===== src/hw/rtl/ihex_pkg.sv =====
// Shared types, codes and the nibble decode function for the hex record parser.
`timescale 1ns / 1ps

package ihex_pkg;

  // Field phase of the record state machine
  typedef enum logic [2:0] {
    PH_LINE = 3'd0,
    PH_LEN  = 3'd1,
    PH_ADDR = 3'd2,
    PH_TYPE = 3'd3,
    PH_PAGE = 3'd4,
    PH_DATA = 3'd5,
    PH_CSUM = 3'd6,
    PH_TAIL = 3'd7
  } phase_t;

  // Result kinds as carried on the master tuser
  typedef enum logic [2:0] {
    KIND_WRITE  = 3'd0,
    KIND_OK     = 3'd1,
    KIND_EOF    = 3'd2,
    KIND_RETRY  = 3'd3,
    KIND_CSUM   = 3'd4,
    KIND_FORMAT = 3'd5
  } kind_t;

  localparam logic [7:0] CHAR_NEWLINE = 8'h0A;
  localparam logic [7:0] CHAR_NINE    = 8'h39;
  localparam logic [7:0] CHAR_ZERO    = 8'h30;
  localparam logic [7:0] CHAR_ALPHA   = 8'd55;  // 'A' - 10
  localparam logic [7:0] CASE_MASK    = 8'hDF;  // clears 'a' - 'A'
  localparam logic [7:0] REC_TYPE_PAGE = 8'h04;

  // One classified character, front to back
  typedef struct packed {
    logic       restart;
    logic       newline;
    logic [7:0] nibble;   // decoded value, modulo 256
  } item_t;

  // One result item, back to output
  typedef struct packed {
    kind_t       kind;
    logic [31:0] address;
    logic [7:0]  data;
    logic [31:0] byte_count;
  } result_t;

  function automatic logic [7:0] hex_value(input logic [7:0] c);
    logic [7:0] folded;
    folded = c & CASE_MASK;
    if (c <= CHAR_NINE) begin
      return c - CHAR_ZERO;
    end
    return folded - CHAR_ALPHA;
  endfunction

endpackage


===== src/hw/rtl/ihex_front.sv =====
// Front end: takes characters, classifies them and decodes the nibble value.
`timescale 1ns / 1ps

module ihex_front (
  input  logic          s_tvalid,
  output logic          s_tready,
  input  logic [7:0]    s_tdata,
  input  logic [0:0]    s_tuser,
  input  logic          q_full,
  output logic          q_push,
  output ihex_pkg::item_t q_item
);
  import ihex_pkg::*;

  assign s_tready = ~q_full;
  assign q_push   = s_tvalid & ~q_full;

  always_comb begin
    q_item.restart = s_tuser[0];
    q_item.newline = (s_tdata == CHAR_NEWLINE);
    q_item.nibble  = hex_value(s_tdata);
  end

endmodule


===== src/hw/rtl/ihex_fifo.sv =====
// Short queue of classified characters between front and back.
`timescale 1ns / 1ps

module ihex_fifo #(
  parameter int DEPTH = 4
) (
  input  logic            clk,
  input  logic            rst,
  input  logic            push,
  input  ihex_pkg::item_t push_item,
  output logic            full,
  input  logic            pop,
  output ihex_pkg::item_t head,
  output logic            empty
);
  import ihex_pkg::*;

  localparam int PW = (DEPTH > 1) ? $clog2(DEPTH) : 1;
  localparam int CW = $clog2(DEPTH + 1);
  localparam logic [PW-1:0] LAST = PW'(DEPTH - 1);
  localparam logic [CW-1:0] FULL_COUNT = CW'(DEPTH);

  item_t         slots [DEPTH];
  logic [PW-1:0] wr_ptr;
  logic [PW-1:0] rd_ptr;
  logic [CW-1:0] count;

  assign full  = (count == FULL_COUNT);
  assign empty = (count == '0);
  assign head  = slots[rd_ptr];

  always_ff @(posedge clk) begin
    if (push) begin
      slots[wr_ptr] <= push_item;
    end
  end

  always_ff @(posedge clk) begin
    if (rst) begin
      wr_ptr <= '0;
      rd_ptr <= '0;
      count  <= '0;
    end else begin
      if (push) begin
        wr_ptr <= (wr_ptr == LAST) ? '0 : wr_ptr + PW'(1);
      end
      if (pop) begin
        rd_ptr <= (rd_ptr == LAST) ? '0 : rd_ptr + PW'(1);
      end
      case ({push, pop})
        2'b10:   count <= count + CW'(1);
        2'b01:   count <= count - CW'(1);
        default: count <= count;
      endcase
    end
  end

endmodule


===== src/hw/rtl/ihex_back.sv =====
// Back end: record state machine, checksum, address build and output register.
`timescale 1ns / 1ps

module ihex_back (
  input  logic              clk,
  input  logic              rst,
  input  logic              word_format,
  input  logic              q_empty,
  input  ihex_pkg::item_t   q_head,
  output logic              q_pop,
  output logic              out_valid,
  input  logic              out_ready,
  output ihex_pkg::result_t out_res
);
  import ihex_pkg::*;

  phase_t      phase, phase_next;
  logic [7:0]  high_nibble, high_nibble_next;
  logic        toggle, toggle_next;
  logic [7:0]  running_sum, running_sum_next;
  logic [8:0]  rec_len, rec_len_next;
  logic [16:0] rec_off, rec_off_next;
  logic [8:0]  field_index, field_index_next;
  logic [15:0] page_bits, page_bits_next;
  logic        linear_mode, linear_mode_next;
  logic [31:0] total_bytes, total_bytes_next;
  logic        stopped, stopped_next;

  logic        res_fire;
  result_t     res;

  logic [7:0]  byte_val;
  logic [7:0]  sum_new;
  logic [16:0] off_joined;
  logic [17:0] off_sum;
  logic [17:0] off_flip;
  logic [8:0]  fi_inc;

  // Stall only when a result waits and the sink holds it
  assign q_pop = ~q_empty & (~out_valid | out_ready);

  assign byte_val   = high_nibble | q_head.nibble;
  assign sum_new    = running_sum + byte_val;
  assign off_joined = {1'b0, rec_off[15:8], byte_val};
  assign off_sum    = {1'b0, rec_off} + {9'b0, field_index};
  assign off_flip   = off_sum ^ {17'b0, word_format};
  assign fi_inc     = field_index + 9'd1;

  always_comb begin
    phase_next       = phase;
    high_nibble_next = high_nibble;
    toggle_next      = toggle;
    running_sum_next = running_sum;
    rec_len_next     = rec_len;
    rec_off_next     = rec_off;
    field_index_next = field_index;
    page_bits_next   = page_bits;
    linear_mode_next = linear_mode;
    total_bytes_next = total_bytes;
    stopped_next     = stopped;
    res_fire         = 1'b0;
    res.kind         = KIND_OK;
    res.address      = '0;
    res.data         = '0;
    res.byte_count   = total_bytes;

    if (q_head.restart) begin
      phase_next       = PH_LINE;
      high_nibble_next = '0;
      toggle_next      = 1'b0;
      running_sum_next = '0;
      rec_len_next     = '0;
      rec_off_next     = '0;
      field_index_next = '0;
      page_bits_next   = '0;
      linear_mode_next = 1'b0;
      total_bytes_next = '0;
      stopped_next     = 1'b0;
    end else if (stopped) begin
      // ignore everything until restart
    end else if (q_head.newline) begin
      if (phase == PH_LINE || phase == PH_TAIL) begin
        phase_next = PH_LINE;
      end else begin
        stopped_next = 1'b1;
        res_fire     = 1'b1;
        res.kind     = KIND_FORMAT;
      end
    end else if (phase == PH_LINE) begin
      // start code of the line is skipped
      phase_next       = PH_LEN;
      running_sum_next = '0;
      toggle_next      = 1'b0;
    end else if (phase == PH_TAIL) begin
      // trailing text up to newline
    end else if (!toggle) begin
      high_nibble_next = {q_head.nibble[3:0], 4'b0};
      toggle_next      = 1'b1;
    end else begin
      toggle_next      = 1'b0;
      running_sum_next = sum_new;
      unique case (phase)
        PH_LEN: begin
          if (byte_val == 8'd0) begin
            stopped_next = 1'b1;
            res_fire     = 1'b1;
            res.kind     = KIND_EOF;
          end else begin
            rec_len_next     = {1'b0, byte_val};
            field_index_next = '0;
            phase_next       = PH_ADDR;
          end
        end
        PH_ADDR: begin
          if (field_index == 9'd0) begin
            rec_off_next     = {1'b0, byte_val, 8'b0};
            field_index_next = 9'd1;
          end else begin
            if (word_format) begin
              rec_off_next = {off_joined[15:0], 1'b0};
              rec_len_next = {rec_len[7:0], 1'b0};
            end else begin
              rec_off_next = off_joined;
            end
            phase_next = PH_TYPE;
          end
        end
        PH_TYPE: begin
          field_index_next = '0;
          if (byte_val == REC_TYPE_PAGE) begin
            if (word_format) begin
              stopped_next = 1'b1;
              res_fire     = 1'b1;
              res.kind     = KIND_FORMAT;
            end else begin
              phase_next = PH_PAGE;
            end
          end else begin
            phase_next = PH_DATA;
          end
        end
        PH_PAGE: begin
          if (field_index == 9'd0) begin
            page_bits_next   = {byte_val, 8'b0};
            field_index_next = 9'd1;
          end else begin
            page_bits_next   = {page_bits[15:8], byte_val};
            linear_mode_next = 1'b1;
            phase_next       = PH_CSUM;
          end
        end
        PH_DATA: begin
          total_bytes_next = total_bytes + 32'd1;
          field_index_next = fi_inc;
          if (fi_inc >= rec_len) begin
            phase_next = PH_CSUM;
          end
          res_fire       = 1'b1;
          res.kind       = KIND_WRITE;
          res.address    = {page_bits, 16'b0} | {14'b0, off_flip};
          res.data       = byte_val;
          res.byte_count = total_bytes + 32'd1;
        end
        PH_CSUM: begin
          phase_next = PH_TAIL;
          res_fire   = 1'b1;
          if (sum_new == 8'd0) begin
            res.kind = KIND_OK;
          end else begin
            stopped_next = 1'b1;
            res.kind     = (!word_format && !linear_mode) ? KIND_RETRY : KIND_CSUM;
          end
        end
        PH_LINE, PH_TAIL: begin
          phase_next = PH_LINE;
        end
      endcase
    end
  end

  always_ff @(posedge clk) begin
    if (rst) begin
      phase       <= PH_LINE;
      high_nibble <= '0;
      toggle      <= 1'b0;
      running_sum <= '0;
      rec_len     <= '0;
      rec_off     <= '0;
      field_index <= '0;
      page_bits   <= '0;
      linear_mode <= 1'b0;
      total_bytes <= '0;
      stopped     <= 1'b0;
      out_valid   <= 1'b0;
    end else begin
      if (q_pop) begin
        phase       <= phase_next;
        high_nibble <= high_nibble_next;
        toggle      <= toggle_next;
        running_sum <= running_sum_next;
        rec_len     <= rec_len_next;
        rec_off     <= rec_off_next;
        field_index <= field_index_next;
        page_bits   <= page_bits_next;
        linear_mode <= linear_mode_next;
        total_bytes <= total_bytes_next;
        stopped     <= stopped_next;
      end
      if (q_pop) begin
        out_valid <= res_fire;
      end else if (out_ready) begin
        out_valid <= 1'b0;
      end
    end
  end

  always_ff @(posedge clk) begin
    if (q_pop && res_fire) begin
      out_res <= res;
    end
  end

endmodule


===== src/hw/rtl/intel_hex_record_parser_core.sv =====
// Top level of the hex record parser: front, queue, back and config register.
`timescale 1ns / 1ps

// Hex record parser core.
// Slave stream: one file character per transfer, tdata = character,
//   tuser[0] = restart (returns the parser to file start, character dropped).
// Master stream: one result per transfer, tuser = kind, tdata carries
//   address, data byte and running byte count. Each data byte of a record
//   gives a write transfer; each finished record gives one status transfer.
// Config channel: cfg_valid/cfg_ready/cfg_data writes word_format; write
//   only while the parser is idle. cfg_ready is always high.
// Throughput: one character per cycle sustained while the master side does not
//   stall. The front classifies and decodes the nibble in the accept cycle and
//   pushes into a small queue; the back state machine takes one queued character
//   per cycle unless a result waits on m_tready. An accepted character is written
//   into the queue, then the back registers its result in the output register.
// Stall: while a result waits on m_tready the back holds; the queue keeps
//   taking characters until it is full, then s_tready drops.
// Reset: rst (synchronous) empties the queue and output register, clears
//   all parse state and sets word_format to 0.
module intel_hex_record_parser_core #(
  parameter int FIFO_DEPTH = 4
) (
  input  logic        clk,
  input  logic        rst,
  // character, bits 7:0
  input  logic [7:0]  s_tdata,
  // restart, bit 0
  input  logic [0:0]  s_tuser,
  input  logic        s_tvalid,
  output logic        s_tready,
  // address 31:0, data 39:32, byte_count 71:40
  output logic [71:0] m_tdata,
  // kind, bits 2:0
  output logic [2:0]  m_tuser,
  output logic        m_tvalid,
  input  logic        m_tready,
  input  logic        cfg_valid,
  output logic        cfg_ready,
  input  logic [0:0]  cfg_data
);
  import ihex_pkg::*;

  logic    word_format;
  logic    q_push, q_full, q_pop, q_empty;
  item_t   q_in, q_head;
  result_t res;

  assign cfg_ready = 1'b1;

  always_ff @(posedge clk) begin
    if (rst) begin
      word_format <= 1'b0;
    end else if (cfg_valid) begin
      word_format <= cfg_data[0];
    end
  end

  ihex_front u_front (
    .s_tvalid (s_tvalid),
    .s_tready (s_tready),
    .s_tdata  (s_tdata),
    .s_tuser  (s_tuser),
    .q_full   (q_full),
    .q_push   (q_push),
    .q_item   (q_in)
  );

  ihex_fifo #(
    .DEPTH (FIFO_DEPTH)
  ) u_fifo (
    .clk       (clk),
    .rst       (rst),
    .push      (q_push),
    .push_item (q_in),
    .full      (q_full),
    .pop       (q_pop),
    .head      (q_head),
    .empty     (q_empty)
  );

  ihex_back u_back (
    .clk         (clk),
    .rst         (rst),
    .word_format (word_format),
    .q_empty     (q_empty),
    .q_head      (q_head),
    .q_pop       (q_pop),
    .out_valid   (m_tvalid),
    .out_ready   (m_tready),
    .out_res     (res)
  );

  assign m_tuser = res.kind;
  assign m_tdata = {res.byte_count, res.data, res.address};

  // queue never overflows or underflows
  assert property (@(posedge clk) disable iff (rst) !(q_push && q_full))
    else $error("push into full queue");
  assert property (@(posedge clk) disable iff (rst) !(q_pop && q_empty))
    else $error("pop from empty queue");
  // back must not overwrite a result the sink has not taken
  assert property (@(posedge clk) disable iff (rst)
    (m_tvalid && !m_tready) |-> !q_pop)
    else $error("back advanced while output stalled");
  // status results carry zero address and data
  assert property (@(posedge clk) disable iff (rst)
    (m_tvalid && m_tuser != KIND_WRITE) |-> (m_tdata[39:0] == 40'd0))
    else $error("status result with nonzero address or data");

endmodule


===== config.mk =====
export PLATFORM = sky130hd
export DESIGN_NAME = intel_hex_record_parser_core
export DESIGN_NICKNAME = d
export VERILOG_FILES = /design/src/hw/rtl/ihex_pkg.sv /design/src/hw/rtl/ihex_front.sv /design/src/hw/rtl/ihex_fifo.sv /design/src/hw/rtl/ihex_back.sv /design/src/hw/rtl/intel_hex_record_parser_core.sv
export SDC_FILE = /design/constraint.sdc
export NUM_CORES = 1
export LEC_CHECK = 0
export ABC_CLOCK_PERIOD_IN_PS = 8500
export BUFFER_PORTS_ARGS = -buffer_cell sky130_fd_sc_hd__buf_2
export CORE_ASPECT_RATIO = 1.75
export CORE_MARGIN = 2
export CORE_UTILIZATION = 55
export CTS_CLUSTER_DIAMETER = 80
export DETAILED_ROUTE_END_ITERATION = 6
export PLACE_DENSITY = 0.81
export SYNTH_ARGS = -nofsm -noshare
export SYNTH_HDL_FRONTEND = slang
export SYNTH_SLANG_ARGS = --single-unit
export TNS_END_PERCENT = 10

===== constraint.sdc =====
create_clock -name clk -period 8.5 [get_ports clk]
set_clock_uncertainty 0.2 [all_clocks]
set_input_delay 0 -clock clk [delete_from_list [all_inputs] [get_ports clk]]
set_output_delay 0 -clock clk [all_outputs]
set_load 0.02 [all_outputs]

==> results of run 1 <==
worst max-delay path, delay by kind of cell, from the launching register on:
family          cells  cell delay, ns
compound gates      4            0.90
fa+ha+maj           1            0.37
buf+inv             1            0.14
flops               1            0.75
mux                 1            0.70
simple gates        4            1.31
cells in the mapped netlist, drive strengths merged, types with 7 or more instances:
| cell type | instances |
|---|---|
| a211oi | 8 |
| a21oi | 86 |
| a22o | 16 |
| a31oi | 10 |
| and2 | 23 |
| and3 | 22 |
| buf | 26 |
| clkbuf | 28 |
| dfxtp | 112 |
| edfxtp | 115 |
| ha | 42 |
| inv | 45 |
| mux2i | 10 |
| mux4 | 9 |
| nand2 | 76 |
| nand2b | 15 |
| nand3 | 38 |
| nand4 | 18 |
| nor2 | 133 |
| nor2b | 10 |
| nor3 | 43 |
| nor3b | 7 |
| nor4 | 10 |
| o21a | 9 |
| o21ai | 41 |
| or2 | 7 |
| or3 | 10 |
| xnor2 | 53 |
| xor2 | 32 |
layer usage:
layer  part of all wire  vias to the layer above  GRT usage
met4              0.063                        0      0.147
met2               0.55                      316      0.454
li1                   -                     4198          -
met5                  0                        -          0
met3              0.047                      112     0.0321
met1               0.34                     4083      0.227
layout by cell type (no fill, tap or decap), types with 6 or more instances in the layout:
cell type and n:
sky130_fd_sc_hd__buf_4 9, sky130_fd_sc_hd__xor2_1 32, sky130_fd_sc_hd__o21ai_0 37, sky130_fd_sc_hd__buf_2 91, sky130_fd_sc_hd__nor2_1 131, sky130_fd_sc_hd__or2_2 7
sky130_fd_sc_hd__nor3_1 38, sky130_fd_sc_hd__o21a_1 9, sky130_fd_sc_hd__nor3b_1 6, sky130_fd_sc_hd__mux2i_1 9, sky130_fd_sc_hd__inv_1 45, sky130_fd_sc_hd__nand3b_1 6
sky130_fd_sc_hd__ha_1 42, sky130_fd_sc_hd__nand4_1 17, sky130_fd_sc_hd__a2111oi_0 6, sky130_fd_sc_hd__dfxtp_1 112, sky130_fd_sc_hd__edfxtp_1 115, sky130_fd_sc_hd__a21oi_1 84
sky130_fd_sc_hd__a22o_1 16, sky130_fd_sc_hd__a221oi_1 6, sky130_fd_sc_hd__nand3_1 38, sky130_fd_sc_hd__a211oi_1 7, sky130_fd_sc_hd__and2_1 23, sky130_fd_sc_hd__bufinv_16 7
sky130_fd_sc_hd__xnor2_1 53, sky130_fd_sc_hd__clkbuf_16 23, sky130_fd_sc_hd__nand2_1 76, sky130_fd_sc_hd__or3_1 9, sky130_fd_sc_hd__nor2b_1 10, sky130_fd_sc_hd__and3_1 22
sky130_fd_sc_hd__a21o_1 6, sky130_fd_sc_hd__a31oi_1 10, sky130_fd_sc_hd__dlygate4sd3_1 18, sky130_fd_sc_hd__nand2b_1 13
cell families (layout without fill, tap and decap cells):
group | count (synthesis) | after routing
and+or+nand+nor | 428 | 428
DFF | 227 | 227
AOI/OAI and AO/OA | 214 | 214
buffers and inverters | 100 | 204
xor gates and xnor gates | 86 | 86
adders and majority gates | 45 | 45
muxes | 22 | 22
other | 1 | 1
registers in the layout, summed over array words and instances, names as in the netlist, named ones only:
name	count
u_back.stopped	1
u_back.page_bits	16
u_back.rec_off	17
u_back.running_sum	8
u_back.phase	3
u_fifo.slots	40
u_fifo.wr_ptr	2
u_fifo.count	3
u_back.rec_len	9
u_back.total_bytes	32
u_back.out_res	75
word_format	1
u_back.linear_mode	1
u_back.toggle	1
u_back.out_valid	1
u_back.high_nibble	4
u_fifo.rd_ptr	2
u_back.field_index	9
cell type report:
type                    count  area, um^2  share of cell area
inverters                  46         173              0.0132
clock inverters            15         264              0.0202
multi-input cells         796        5300               0.406
clock buffers              25         593              0.0455
well taps                 248         310              0.0238
repair buffers            118         703              0.0539
flip-flops and latches    227        5700               0.437
power by group through the flow:
| stage | clock network [W] | logic (W) | registers (W) |
|---|---|---|---|
| after global routing | 0.00120 | 0.000974 | 0.00134 |
| after floorplan | 0 | 0.000692 | 0.00132 |
| final | 0.00115 | 0.000895 | 0.00133 |
| after CTS | 0.00116 | 0.000882 | 0.00133 |
| after detailed placement | 0 | 0.000869 | 0.00135 |
| after global placement | 0 | 0.000845 | 0.00135 |
worst max path at each step:
stage,start,endpoint,cells after the start,slack [ns]
6_report,register,u_back.out_res[74]$_SDFFCE_PP0P_,11,3.89
3_5_place_dp,register,u_back.out_res[74]$_SDFFCE_PP0P_,11,4.02
3_3_place_gp,register,u_back.out_res[74]$_SDFFCE_PP0P_,11,4.11
4_1_cts,register,u_back.out_res[74]$_SDFFCE_PP0P_,11,3.99
2_1_floorplan,register,u_back.out_res[0]$_DFFE_PP_,7,2.94
5_1_grt,register,u_back.out_res[74]$_SDFFCE_PP0P_,11,3.76
stage by stage:
step | cell area [um^2] | power [W]
3_3_place_gp | 12000 | 0.00219
2_1_floorplan | 11400 | 0.00201
6_report | 13000 | 0.00337
5_1_grt | 13000 | 0.00351
4_1_cts | 13000 | 0.00337
3_5_place_dp | 12000 | 0.00222
what timing repair did:
item | in CTS | in global routing
endpoints found under the hold margin | 131 | 0
hold buffers | 18 | 0
endpoints found under the setup margin | 0 | 0
==> reports/results.md, run 1 <==
| Stage | Result | Reported |
|---|---|---|
| run status | Result of the run | complete, but fails checks |
| run status | Failing checks | design-rule violations |
| synth | Largest area contributor in the netlist | sky130_fd_sc_hd__edfxtp_1 |
| finish | Area added between synthesis and finish | 14.2% |
| global routing | Global-route wire length before repair | 41.5 mm |
| pwr | Register share of total power | 0.394 |
| clock tree | Cells resized by post-CTS repair | 0 |
| synth | Number of synthesized flops with an enable pin | 115 |
| setup path | Critical path data arrival time | 4.68 ns |
| detailed routing | Post-route DRC | 8 |
| placed design | Final RePlAce weighted congestion | 0.920 |
| pwr | Proportion of power drawn by the clock network | 0.340 |
| finish | Fraction of layout instances using a drive strength above 1 | 0.143 |
| timing | Slew HR | 0.165 |
| min path | Min-Delay Endpoint | u_fifo.slots[1][9]$_DFFE_PP_ |
| detailed routing | Vias | 8709 |
| floorplanning | Num rows | 69 |
| clock tree | Post-CTS repair timing setup buffer count | 0 |
| timing | Clock period minus worst slack | 4.61 ns |
| synth | Synthesized instance count | 1123 |
| floorplanning | Core Footprint | 20400 um^2 |
| placed design | Placed wire-length estimate after detailed placement | 18.6 mm |
| pwr | Leakage | 4.67 nW |
| placed design | Minimum setup slack after placement | 4.02 ns |
| timing | Fmax achieved | 217 MHz |
| clock tree | Number of buffers created by CTS | 22 |
| floorplanning | Die area | 22000 um^2 |
| global routing | Gr ovfl total | 0 |
| synth | Simple-gate area share of the yosys netlist | 0.195 |
| setup path | Cell Chain, Critical Path | mux4_1, nor2_1, inv_1, ha_1, nor2b_1, a221oi_1, o311ai_0, nor4_1, a21oi_2, o221ai_1, nand2_1 |
| setup path | Reg2Reg Depth | 11 |
| placed design | Placed cells | 1417 |
| timing | Worst hold slack after final layout | 0.0395 ns |
| clock tree | H-Tree Depth | 1 |
| timing | Period utilisation layout | 0.543 |
| synth | Xor-xnor portion of the synthesized cell area | 0.0672 |
| global routing | Largest net degree at the start of global routing | 76 |
| pwr | Switching power as a share of total power | 0.331 |
| placed design | Number of buffers added on ports | 91 |
| setup path | Setup CP Type | register to register |
| timing | Final setup fails | 0 |
| timing | Number of max-slew violations in the final report | 0 |
| pwr | Comb pwr share | 0.266 |
| synth | Synth top area share | 0.302 |
| setup path | Data required time at the worst endpoint | 8.57 ns |
| floorplanning | Die boundary width | 113 um |
| timing | Unrepaired setup endpoints after global routing | no |
| setup path | Critical Path Sink Type | register |
| global routing | Initial antenna violation count | 0 |
| synth | Number of different library cells in the post-synthesis netlist | 74 |
| setup path | Highest fanout seen on the critical path | 11 |
| floorplanning | Number of placed I/O pins | 93 |
| clock tree | Cell at the root of the clock tree | sky130_fd_sc_hd__clkbuf_16 |
| pwr | Internal portion of total power | 0.00225 W |
| setup path | CP startpoint kind | register |
| flow run | Number of max-capacitance violations reported | 0 |
| synth | Mean cell area of the mapped netlist | 10.2 um^2 |
| timing | Summed negative setup slack over all endpoints | 0 ns |
| finish | Net count, final | 1271 |
| min path | Cell depth of the worst min-delay path | 2 |
| detailed routing | Antenna violation net count after detailed routing | 0 |
| pwr | Maximum ir drop on the vdd rail | 202 uV |
| synth | Number of synthesized register bits | 227 |
| synth | Most used DFF post-synth | sky130_fd_sc_hd__edfxtp_1 |
| timing | Final number of hold-violating endpoints | 0 |
| synth | Seq/Total Area, Yosys | 0.499 |
| timing | Min setup slack post-route | 3.89 ns |
| setup path | Critical Path Max Stage Delay | 0.75 ns |
| min path | Kind of path behind the tightest hold check | input pin to register |
| clock tree | CTS max path bufs | 3 |
| pwr | Total power divided by cell area | 258 nW/um^2 |
| synth | Number of warning messages in the yosys log | 0 |
| setup path | Max stage delay cell, worst path | sky130_fd_sc_hd__dfxtp_1 |
| detailed routing | Wire length per cell after detailed routing | 17.7 um |
| synth | Dominant combinational cell family by area after synthesis | simple AND/OR/NAND/NOR gates |
| finish | Post-layout instance count excluding filler cells | 1475 |
| clock tree | Clock latency at the later pin of the worst-skew pair | 0.51 ns |
| synth | Cell types occupying the most area after synthesis | sky130_fd_sc_hd__edfxtp_1 30%, sky130_fd_sc_hd__dfxtp_1 20%, sky130_fd_sc_hd__ha_1 4.6% |
| synth | Adder and majority cell fraction of the synthesized area | 0.0513 |
| setup path | R2R setup slack | 3.89 ns |
| detailed routing | Number of vias per cell | 5.90 |
| min path | Worst Min Path Start | s_tuser |
| synth | Post-Synthesis Net Count | 1183 |
| global routing | Total global routing track utilization | 0.235 |
| synth | Mapped Area | 11400 um^2 |
| timing | Transition time of the tightest slew-check pin | 1.22 ns |
| synth | Compound-gate portion of the synthesized area | 0.118 |
| synth | Share of cell area taken by muxes after synthesis | 0.0308 |
| detailed routing | Iteration-0 DRC count of the detailed router | 626 |
| global routing | Vias in the first global route | 8578 |
| clock tree | TritonCTS clock tree | built |
| synth | Async set-or-reset flop fraction in the synthesized netlist | 0 |
| detailed routing | Routed wire length | 26.2 mm |
| finish | Core occupancy in the finished layout | 0.640 |
| pwr | Switching power total | 0.00111 W |
| floorplanning | Initial core utilization | 0.560 |
| clock tree | Number of sinks on the clock net | 227 |
| finish | Fill cells | 1602 |
| clock tree | Clock slew at reported path FFs | 0.07 ns |
| floorplanning | Vertical extent of the die | 195 um |
| setup path | Capturing point of the worst reg2reg path | u_back.out_res[74]$_SDFFCE_PP0P_ |
| detailed routing | Detailed Routing Iterations Pass 1 | 7 |
| finish | Final antenna diode count | 0 |
Note: power is estimated with default switching activity, not from simulation.
==> run 2, diff against run 1 <==
--- a/config.mk
+++ b/config.mk
@@ -5,14 +5,14 @@
 export SDC_FILE = /design/constraint.sdc
 export NUM_CORES = 1
 export LEC_CHECK = 0
-export ABC_CLOCK_PERIOD_IN_PS = 8500
+export ABC_CLOCK_PERIOD_IN_PS = 3700
 export BUFFER_PORTS_ARGS = -buffer_cell sky130_fd_sc_hd__buf_2
 export CORE_ASPECT_RATIO = 1.75
 export CORE_MARGIN = 2
-export CORE_UTILIZATION = 55
+export CORE_UTILIZATION = 54
 export CTS_CLUSTER_DIAMETER = 80
 export DETAILED_ROUTE_END_ITERATION = 6
-export PLACE_DENSITY = 0.81
+export PLACE_DENSITY = 0.83
 export SYNTH_ARGS = -nofsm -noshare
 export SYNTH_HDL_FRONTEND = slang
 export SYNTH_SLANG_ARGS = --single-unit
==> constraint.sdc (replaced) <==
create_clock -name clk -period 3.7 [get_ports clk]
set_clock_uncertainty 0.2 [all_clocks]
set_input_delay 0 -clock clk [delete_from_list [all_inputs] [get_ports clk]]
set_output_delay 0 -clock clk [all_outputs]
set_load 0.02 [all_outputs]
==> reports/results.md, run 2 (synthesis gave the netlist of run 1 again) <==
| Stage | Result | Reported |
|---|---|---|
| setup path | Max stage delay cell, worst path | sky130_fd_sc_hd__mux4_2 |
| finish | Number of flip-flops under the largest register name | 75 |
| global routing | Gr ovfl total | 0 |
| clock tree | Clock latency at the later pin of the worst-skew pair | 0.50 ns |
| setup path | Critical path data arrival time | 3.76 ns |
| pwr | Leakage | 4.70 nW |
| finish | Largest registers | u_back.out_res x75, u_fifo.slots x40, u_back.total_bytes x32 |
| clock tree | Cell at the root of the clock tree | sky130_fd_sc_hd__clkbuf_16 |
| global routing | Vias in the first global route | 8796 |
| timing | Final setup fails | 0 |
| global routing | Global-route wire length before repair | 42.9 mm |
| finish | Final antenna diode count | 0 |
| timing | Fmax achieved | 279 MHz |
| finish | Commonest cells after routing, fill and taps aside | 131 x sky130_fd_sc_hd__nor2_1, 115 x sky130_fd_sc_hd__edfxtp_1, 111 x sky130_fd_sc_hd__dfxtp_1 |
| clock tree | H-Tree Depth | 1 |
| setup path | Data required time at the worst endpoint | 3.87 ns |
| clock tree | Clock slew at reported path FFs | 0.07 ns |
| floorplanning | Die boundary width | 114 um |
| finish | Fraction of layout instances using a drive strength above 1 | 0.158 |
| setup path | Setup CP Type | register to register |
| setup path | CP startpoint kind | register |
| finish | Post-layout instance count excluding filler cells | 1498 |
| placed design | Placed wire-length estimate after detailed placement | 19.2 mm |
| finish | Fill cells | 1641 |
| detailed routing | Vias | 8998 |
| pwr | Maximum ir drop on the vdd rail | 503 uV |
| setup path | Critical Path Max Stage Delay | 0.55 ns |
| floorplanning | Num rows | 70 |
| detailed routing | Wire length per cell after detailed routing | 18.1 um |
| timing | Unrepaired setup endpoints after global routing | no |
| detailed routing | Routed wire length | 27.1 mm |
| clock tree | CTS max path bufs | 3 |
| placed design | Placed cells | 1445 |
| min path | Kind of path behind the tightest hold check | input pin to register |
| floorplanning | Number of placed I/O pins | 93 |
| detailed routing | Detailed Routing Iterations Pass 1 | 5 |
| setup path | Cell Chain, Critical Path | mux4_2, ha_1, fa_1, a211o_1, a2111oi_0, nand3b_1, nor4_4, a21oi_2, o221ai_1, nand2_1 |
| min path | Worst Min Path Start | s_tuser |
| clock tree | Number of buffers created by CTS | 21 |
| floorplanning | Vertical extent of the die | 196 um |
| placed design | Final RePlAce weighted congestion | 0.987 |
| finish | Area added between synthesis and finish | 14.4% |
| finish | Total non-filler cell area in the finished layout | 13100 um^2 |
| clock tree | Number of sinks on the clock net | 227 |
| timing | Transition time of the tightest slew-check pin | 0.964 ns |
| timing | Final number of hold-violating endpoints | 0 |
| global routing | Initial antenna violation count | 0 |
| timing | Period utilisation layout | 0.969 |
| finish | Sequential cell area in the final layout | 5700 um^2 |
| finish | Net count, final | 1292 |
| pwr | Final Total Pwr | 0.00750 W |
| setup path | Critical Path Sink Type | register |
| run status | Result of the run | finished, final reports clean |
| global routing | Largest net degree at the start of global routing | 77 |
| floorplanning | Initial core utilization | 0.548 |
| placed design | Number of buffers added on ports | 91 |
| detailed routing | Antenna violation net count after detailed routing | 0 |
| detailed routing | Post-route DRC | 0 |
| timing | Clock period minus worst slack | 3.59 ns |
| timing | Number of max-slew violations in the final report | 0 |
| detailed routing | Number of vias per cell | 6.01 |
| flow run | Number of max-capacitance violations reported | 0 |
| floorplanning | Core Footprint | 20800 um^2 |
| finish | Register name with the most flops | u_back.out_res |
| finish | Core occupancy in the finished layout | 0.627 |
| finish | Most frequent standard cell in the layout excluding fill and tap cells | sky130_fd_sc_hd__nor2_1 |
| setup path | Highest fanout seen on the critical path | 7 |
| clock tree | TritonCTS clock tree | built |
| placed design | Area after DPL | 12200 um^2 |
| detailed routing | Iteration-0 DRC count of the detailed router | 713 |
| timing | Slew HR | 0.357 |
| global routing | Total global routing track utilization | 0.240 |
| finish | Area of the multi-input gates | 5320 um^2 |
| pwr | Total power divided by cell area | 574 nW/um^2 |
| floorplanning | Die area | 22400 um^2 |
| clock tree | Post-CTS repair timing setup buffer count | 0 |
==> run 2: layer usage <==
metal	track usage	up-vias	wire length, um
li1	-	4229	-
met1	0.239	4307	9280
met2	0.458	340	14600
met3	0.0320	122	1360
met4	0.149	0	1800
met5	0	-	0
==> run 2: where the power goes <==
part / internal [W] / total, W / switching (W) / leakage (nW)
clock: 0.00126 / 0.00219 / 0.000934 / 0.331
sequential: 0.00285 / 0.00302 / 0.000170 / 1.82
combinational: 0.000812 / 0.00229 / 0.00148 / 2.54
==> run 2: what timing repair did <==
| item | in CTS | in global routing |
|---|---|---|
| pin swaps | 0 | 1 |
| setup endpoints to repair | 1 | 4 |
| endpoints found under the hold margin | 108 | 0 |
| cloned | 0 | 0 |
| gates resized for setup | 1 | 2 |
| hold buffers | 16 | 0 |
==> run 2: cell type report <==
type | count | share of cell area
Timing Repair Buffer | 140 | 0.0670
Sequential cell | 227 | 0.436
Clock inverter | 13 | 0.0114
Tap cell | 252 | 0.0241
Multi-Input combinational cell | 796 | 0.407
Clock buffer | 24 | 0.0411
Inverter | 46 | 0.0132
==> run 2: final timing paths <==
path,slack [ns],depth (start not counted),end
worst max-delay path,0.11,10,u_back.out_res[74]$_SDFFCE_PP0P_
worst min-delay path,0.07,2,u_fifo.slots[2][9]$_DFFE_PP_
worst max register to register,0.11,10,u_back.out_res[74]$_SDFFCE_PP0P_
worst min register to register,0.25,2,u_back.page_bits[2]$_SDFFE_PP0P_
==> run 2: stage by stage <==
stage,setup slack (ns),setup TNS [ns],hold slack (ns)
finish,0.114,0,0.0668
global route,0.0438,0,0.0634
CTS,0.0593,0,0.0464
detailed placement,-0.0204,-0.0204,0.0263
global placement,0.00791,0,0.0120
floorplan,-0.670,-50.76,-0.101
==> run 2: worst max-delay path, delay by kind of cell, from the launching register on <==
family / cells / cell delay [ns]
and+or+nand+nor: 3 / 0.47
DFF: 1 / 0.45
adders and majority gates: 2 / 0.66
muxes: 1 / 0.55
AOI/OAI and AO/OA: 4 / 1.12
==> run 3, diff against run 2 <==
--- a/config.mk
+++ b/config.mk
@@ -8,7 +8,7 @@
 export ABC_CLOCK_PERIOD_IN_PS = 3700
 export BUFFER_PORTS_ARGS = -buffer_cell sky130_fd_sc_hd__buf_2
 export CORE_ASPECT_RATIO = 1.75
-export CORE_MARGIN = 2
+export CORE_MARGIN = 3
 export CORE_UTILIZATION = 54
 export CTS_CLUSTER_DIAMETER = 80
 export DETAILED_ROUTE_END_ITERATION = 6
==> reports/results.md, run 3 (synthesis gave the netlist of run 1 again) <==
| Stage | Result | Reported |
|---|---|---|
| clock tree | H-Tree Depth | 1 |
| setup path | Buffers & Inverters on Critical Path | 2 |
| setup path | R2R setup slack | 0.23 ns |
| pwr | Final Total Pwr | 0.00733 W |
| detailed routing | Number of vias per cell | 5.85 |
| finish | Most frequent standard cell in the layout excluding fill and tap cells | sky130_fd_sc_hd__nor2_1 |
| clock tree | CTS max path bufs | 3 |
| finish | Final antenna diode count | 0 |
| detailed routing | Routed wire length | 26.1 mm |
| floorplanning | Initial core utilization | 0.556 |
| timing | Clock period minus worst slack | 3.47 ns |
| global routing | M1 GR Usage | 0.224 |
| timing | Period utilisation layout | 0.939 |
| global routing | Met2 Use GR | 0.439 |
| timing | Unrepaired setup endpoints after global routing | no |
| min path | Cell depth of the worst min-delay path | 2 |
| run status | Result of the run | finished, final reports clean |
| detailed routing | Detailed Routing Iterations Pass 1 | 5 |
| clock tree | Number of buffers created by CTS | 21 |
| timing | Worst hold slack after final layout | 0.0558 ns |
| global routing | Total global routing track utilization | 0.226 |
| placed design | Final RePlAce weighted congestion | 0.899 |
| pwr | Total power divided by cell area | 563 nW/um^2 |
| detailed routing | Iteration-0 DRC count of the detailed router | 645 |
| setup path | Cell Chain, Critical Path | buf_4, mux4_2, nor2_1, inv_1, ha_1, nor3b_1, a221oi_1, nand3b_1, nor4_4, a21oi_2, o221ai_1, nand2_1 |
| min path | Min-Delay Endpoint | u_fifo.slots[1][9]$_DFFE_PP_ |
| timing | Final setup fails | 0 |
| finish | Commonest cells after routing, fill and taps aside | 131 x sky130_fd_sc_hd__nor2_1, 115 x sky130_fd_sc_hd__edfxtp_1, 111 x sky130_fd_sc_hd__dfxtp_1 |
| detailed routing | Vias | 8753 |
| setup path | Critical Path Sink Type | register |
| pwr | Maximum ir drop on the vdd rail | 374 uV |
| clock tree | Clock latency at the later pin of the worst-skew pair | 0.50 ns |
| global routing | Initial antenna violation count | 0 |
| placed design | Placed wire-length estimate after detailed placement | 19.2 mm |
| setup path | Cell family with the largest share of critical-path delay | simple AND/OR/NAND/NOR gates |
| setup path | Reg2Reg Depth | 12 |
| clock tree | TritonCTS clock tree | built |
| timing | Slew HR | 0.373 |
| finish | Number of flip-flops under the largest register name | 75 |
| floorplanning | Die boundary width | 116 um |
| detailed routing | Post-route DRC | 0 |
| global routing | Gr ovfl total | 0 |
| setup path | Critical Path Max Stage Delay | 0.56 ns |
| clock tree | Post-CTS repair timing setup buffer count | 0 |
| floorplanning | Num rows | 69 |
| setup path | Highest fanout seen on the critical path | 6 |
| timing | Fmax achieved | 288 MHz |
| finish | Area added between synthesis and finish | 14.1% |
| finish | Net count, final | 1293 |
| flow run | Number of max-capacitance violations reported | 0 |
| global routing | Vias in the first global route | 8522 |
| global routing | Grt peak-use layer | met2 |
| finish | Fraction of layout instances using a drive strength above 1 | 0.159 |
| clock tree | Cell at the root of the clock tree | sky130_fd_sc_hd__clkbuf_16 |
| floorplanning | Die area | 23000 um^2 |
| finish | Fill cells | 1631 |
| min path | Worst Min Path Start | s_tuser |
| setup path | Max stage delay cell, worst path | sky130_fd_sc_hd__mux4_2 |
| floorplanning | Vertical extent of the die | 198 um |
| global routing | Global-route wire length before repair | 41.5 mm |
| placed design | Number of buffers added on ports | 91 |
| timing | Transition time of the tightest slew-check pin | 0.916 ns |
| finish | Largest registers | u_back.out_res x75, u_fifo.slots x40, u_back.total_bytes x32 |
| floorplanning | Core Footprint | 20500 um^2 |
| setup path | Data required time at the worst endpoint | 3.76 ns |
| global routing | Largest net degree at the start of global routing | 76 |
| setup path | Capturing point of the worst reg2reg path | u_back.out_res[74]$_SDFFCE_PP0P_ |
| min path | Kind of path behind the tightest hold check | input pin to register |
| global routing | M3 GR Usage | 0.0272 |
| finish | Register name with the most flops | u_back.out_res |
| setup path | Critical path data arrival time | 3.53 ns |
| clock tree | Clock slew at reported path FFs | 0.07 ns |
| detailed routing | Antenna violation net count after detailed routing | 0 |
| clock tree | Number of sinks on the clock net | 227 |
| pwr | Leakage | 4.69 nW |
| timing | Final number of hold-violating endpoints | 0 |
| timing | Number of max-slew violations in the final report | 0 |
| floorplanning | Number of placed I/O pins | 93 |
| setup path | CP startpoint kind | register |
| detailed routing | Wire length per cell after detailed routing | 17.4 um |
| setup path | Setup CP Type | register to register |
-- run 3: cell count changes in the layout (fill, tap and decap cells not counted), moves of 2 or more --
cell and delta:
sky130_fd_sc_hd__bufinv_16 -3, sky130_fd_sc_hd__clkbuf_1 +3, sky130_fd_sc_hd__clkbuf_8 +2, sky130_fd_sc_hd__clkinv_1 -2, sky130_fd_sc_hd__clkinv_2 +2, sky130_fd_sc_hd__clkinv_4 -2
-- run 3: routing by layer --
layer / vias up / part of all wire
li1: 4244 / -
met1: 4150 / 0.35
met2: 263 / 0.55
met3: 96 / 0.041
met4: 0 / 0.062
met5: - / 0
-- run 3: layout make-up --
class	count	area (um^2)	share of cell area
sequential	227	5700	0.437
multi-input combinational	796	5320	0.408
timing repair buffer	141	883	0.0678
clock buffer	30	601	0.0461
tap	248	310	0.0238
inverter	46	173	0.0133
clock inverter	8	45.0	0.00346
-- run 3: what timing repair did --
action,in CTS,in global routing
gates resized for setup,0,3
hold buffers,16,0
hold endpoints to repair,110,0
endpoints found under the setup margin,0,4
-- run 3: worst max-delay path by stage --
stage | start | slack [ns] | cells after the start | end
after floorplan | register | -0.67 | 7 | u_back.out_res[0]$_DFFE_PP_
after global placement | register | 0.13 | 11 | u_back.out_res[74]$_SDFFCE_PP0P_
after detailed placement | register | 0.09 | 11 | u_back.out_res[74]$_SDFFCE_PP0P_
after CTS | register | 0.07 | 11 | u_back.out_res[74]$_SDFFCE_PP0P_
after global routing | register | 0.02 | 12 | u_back.out_res[74]$_SDFFCE_PP0P_
final | register | 0.23 | 12 | u_back.out_res[74]$_SDFFCE_PP0P_
-- run 3: power breakdown --
group	leakage, nW	total (W)	internal (W)	switching (W)
sequential	1.82	0.00301	0.00285	0.000163
combinational	2.54	0.00228	0.000813	0.00147
clock	0.320	0.00204	0.00114	0.000903
total	4.69	0.00733	0.00480	0.00253
-- run 3: stage by stage --
stage               utilization  cell area, um^2  worst slack (ns)  std cells  setup TNS [ns]
floorplan                     -            11400            -0.670       1123          -50.76
global placement          0.594            12200             0.132       1442               0
detailed placement        0.594            12200            0.0875       1442               0
CTS                       0.633            13000            0.0707       1496               0
global route              0.634            13000            0.0155       1496               0
finish                    0.634            13000             0.226       1496               0
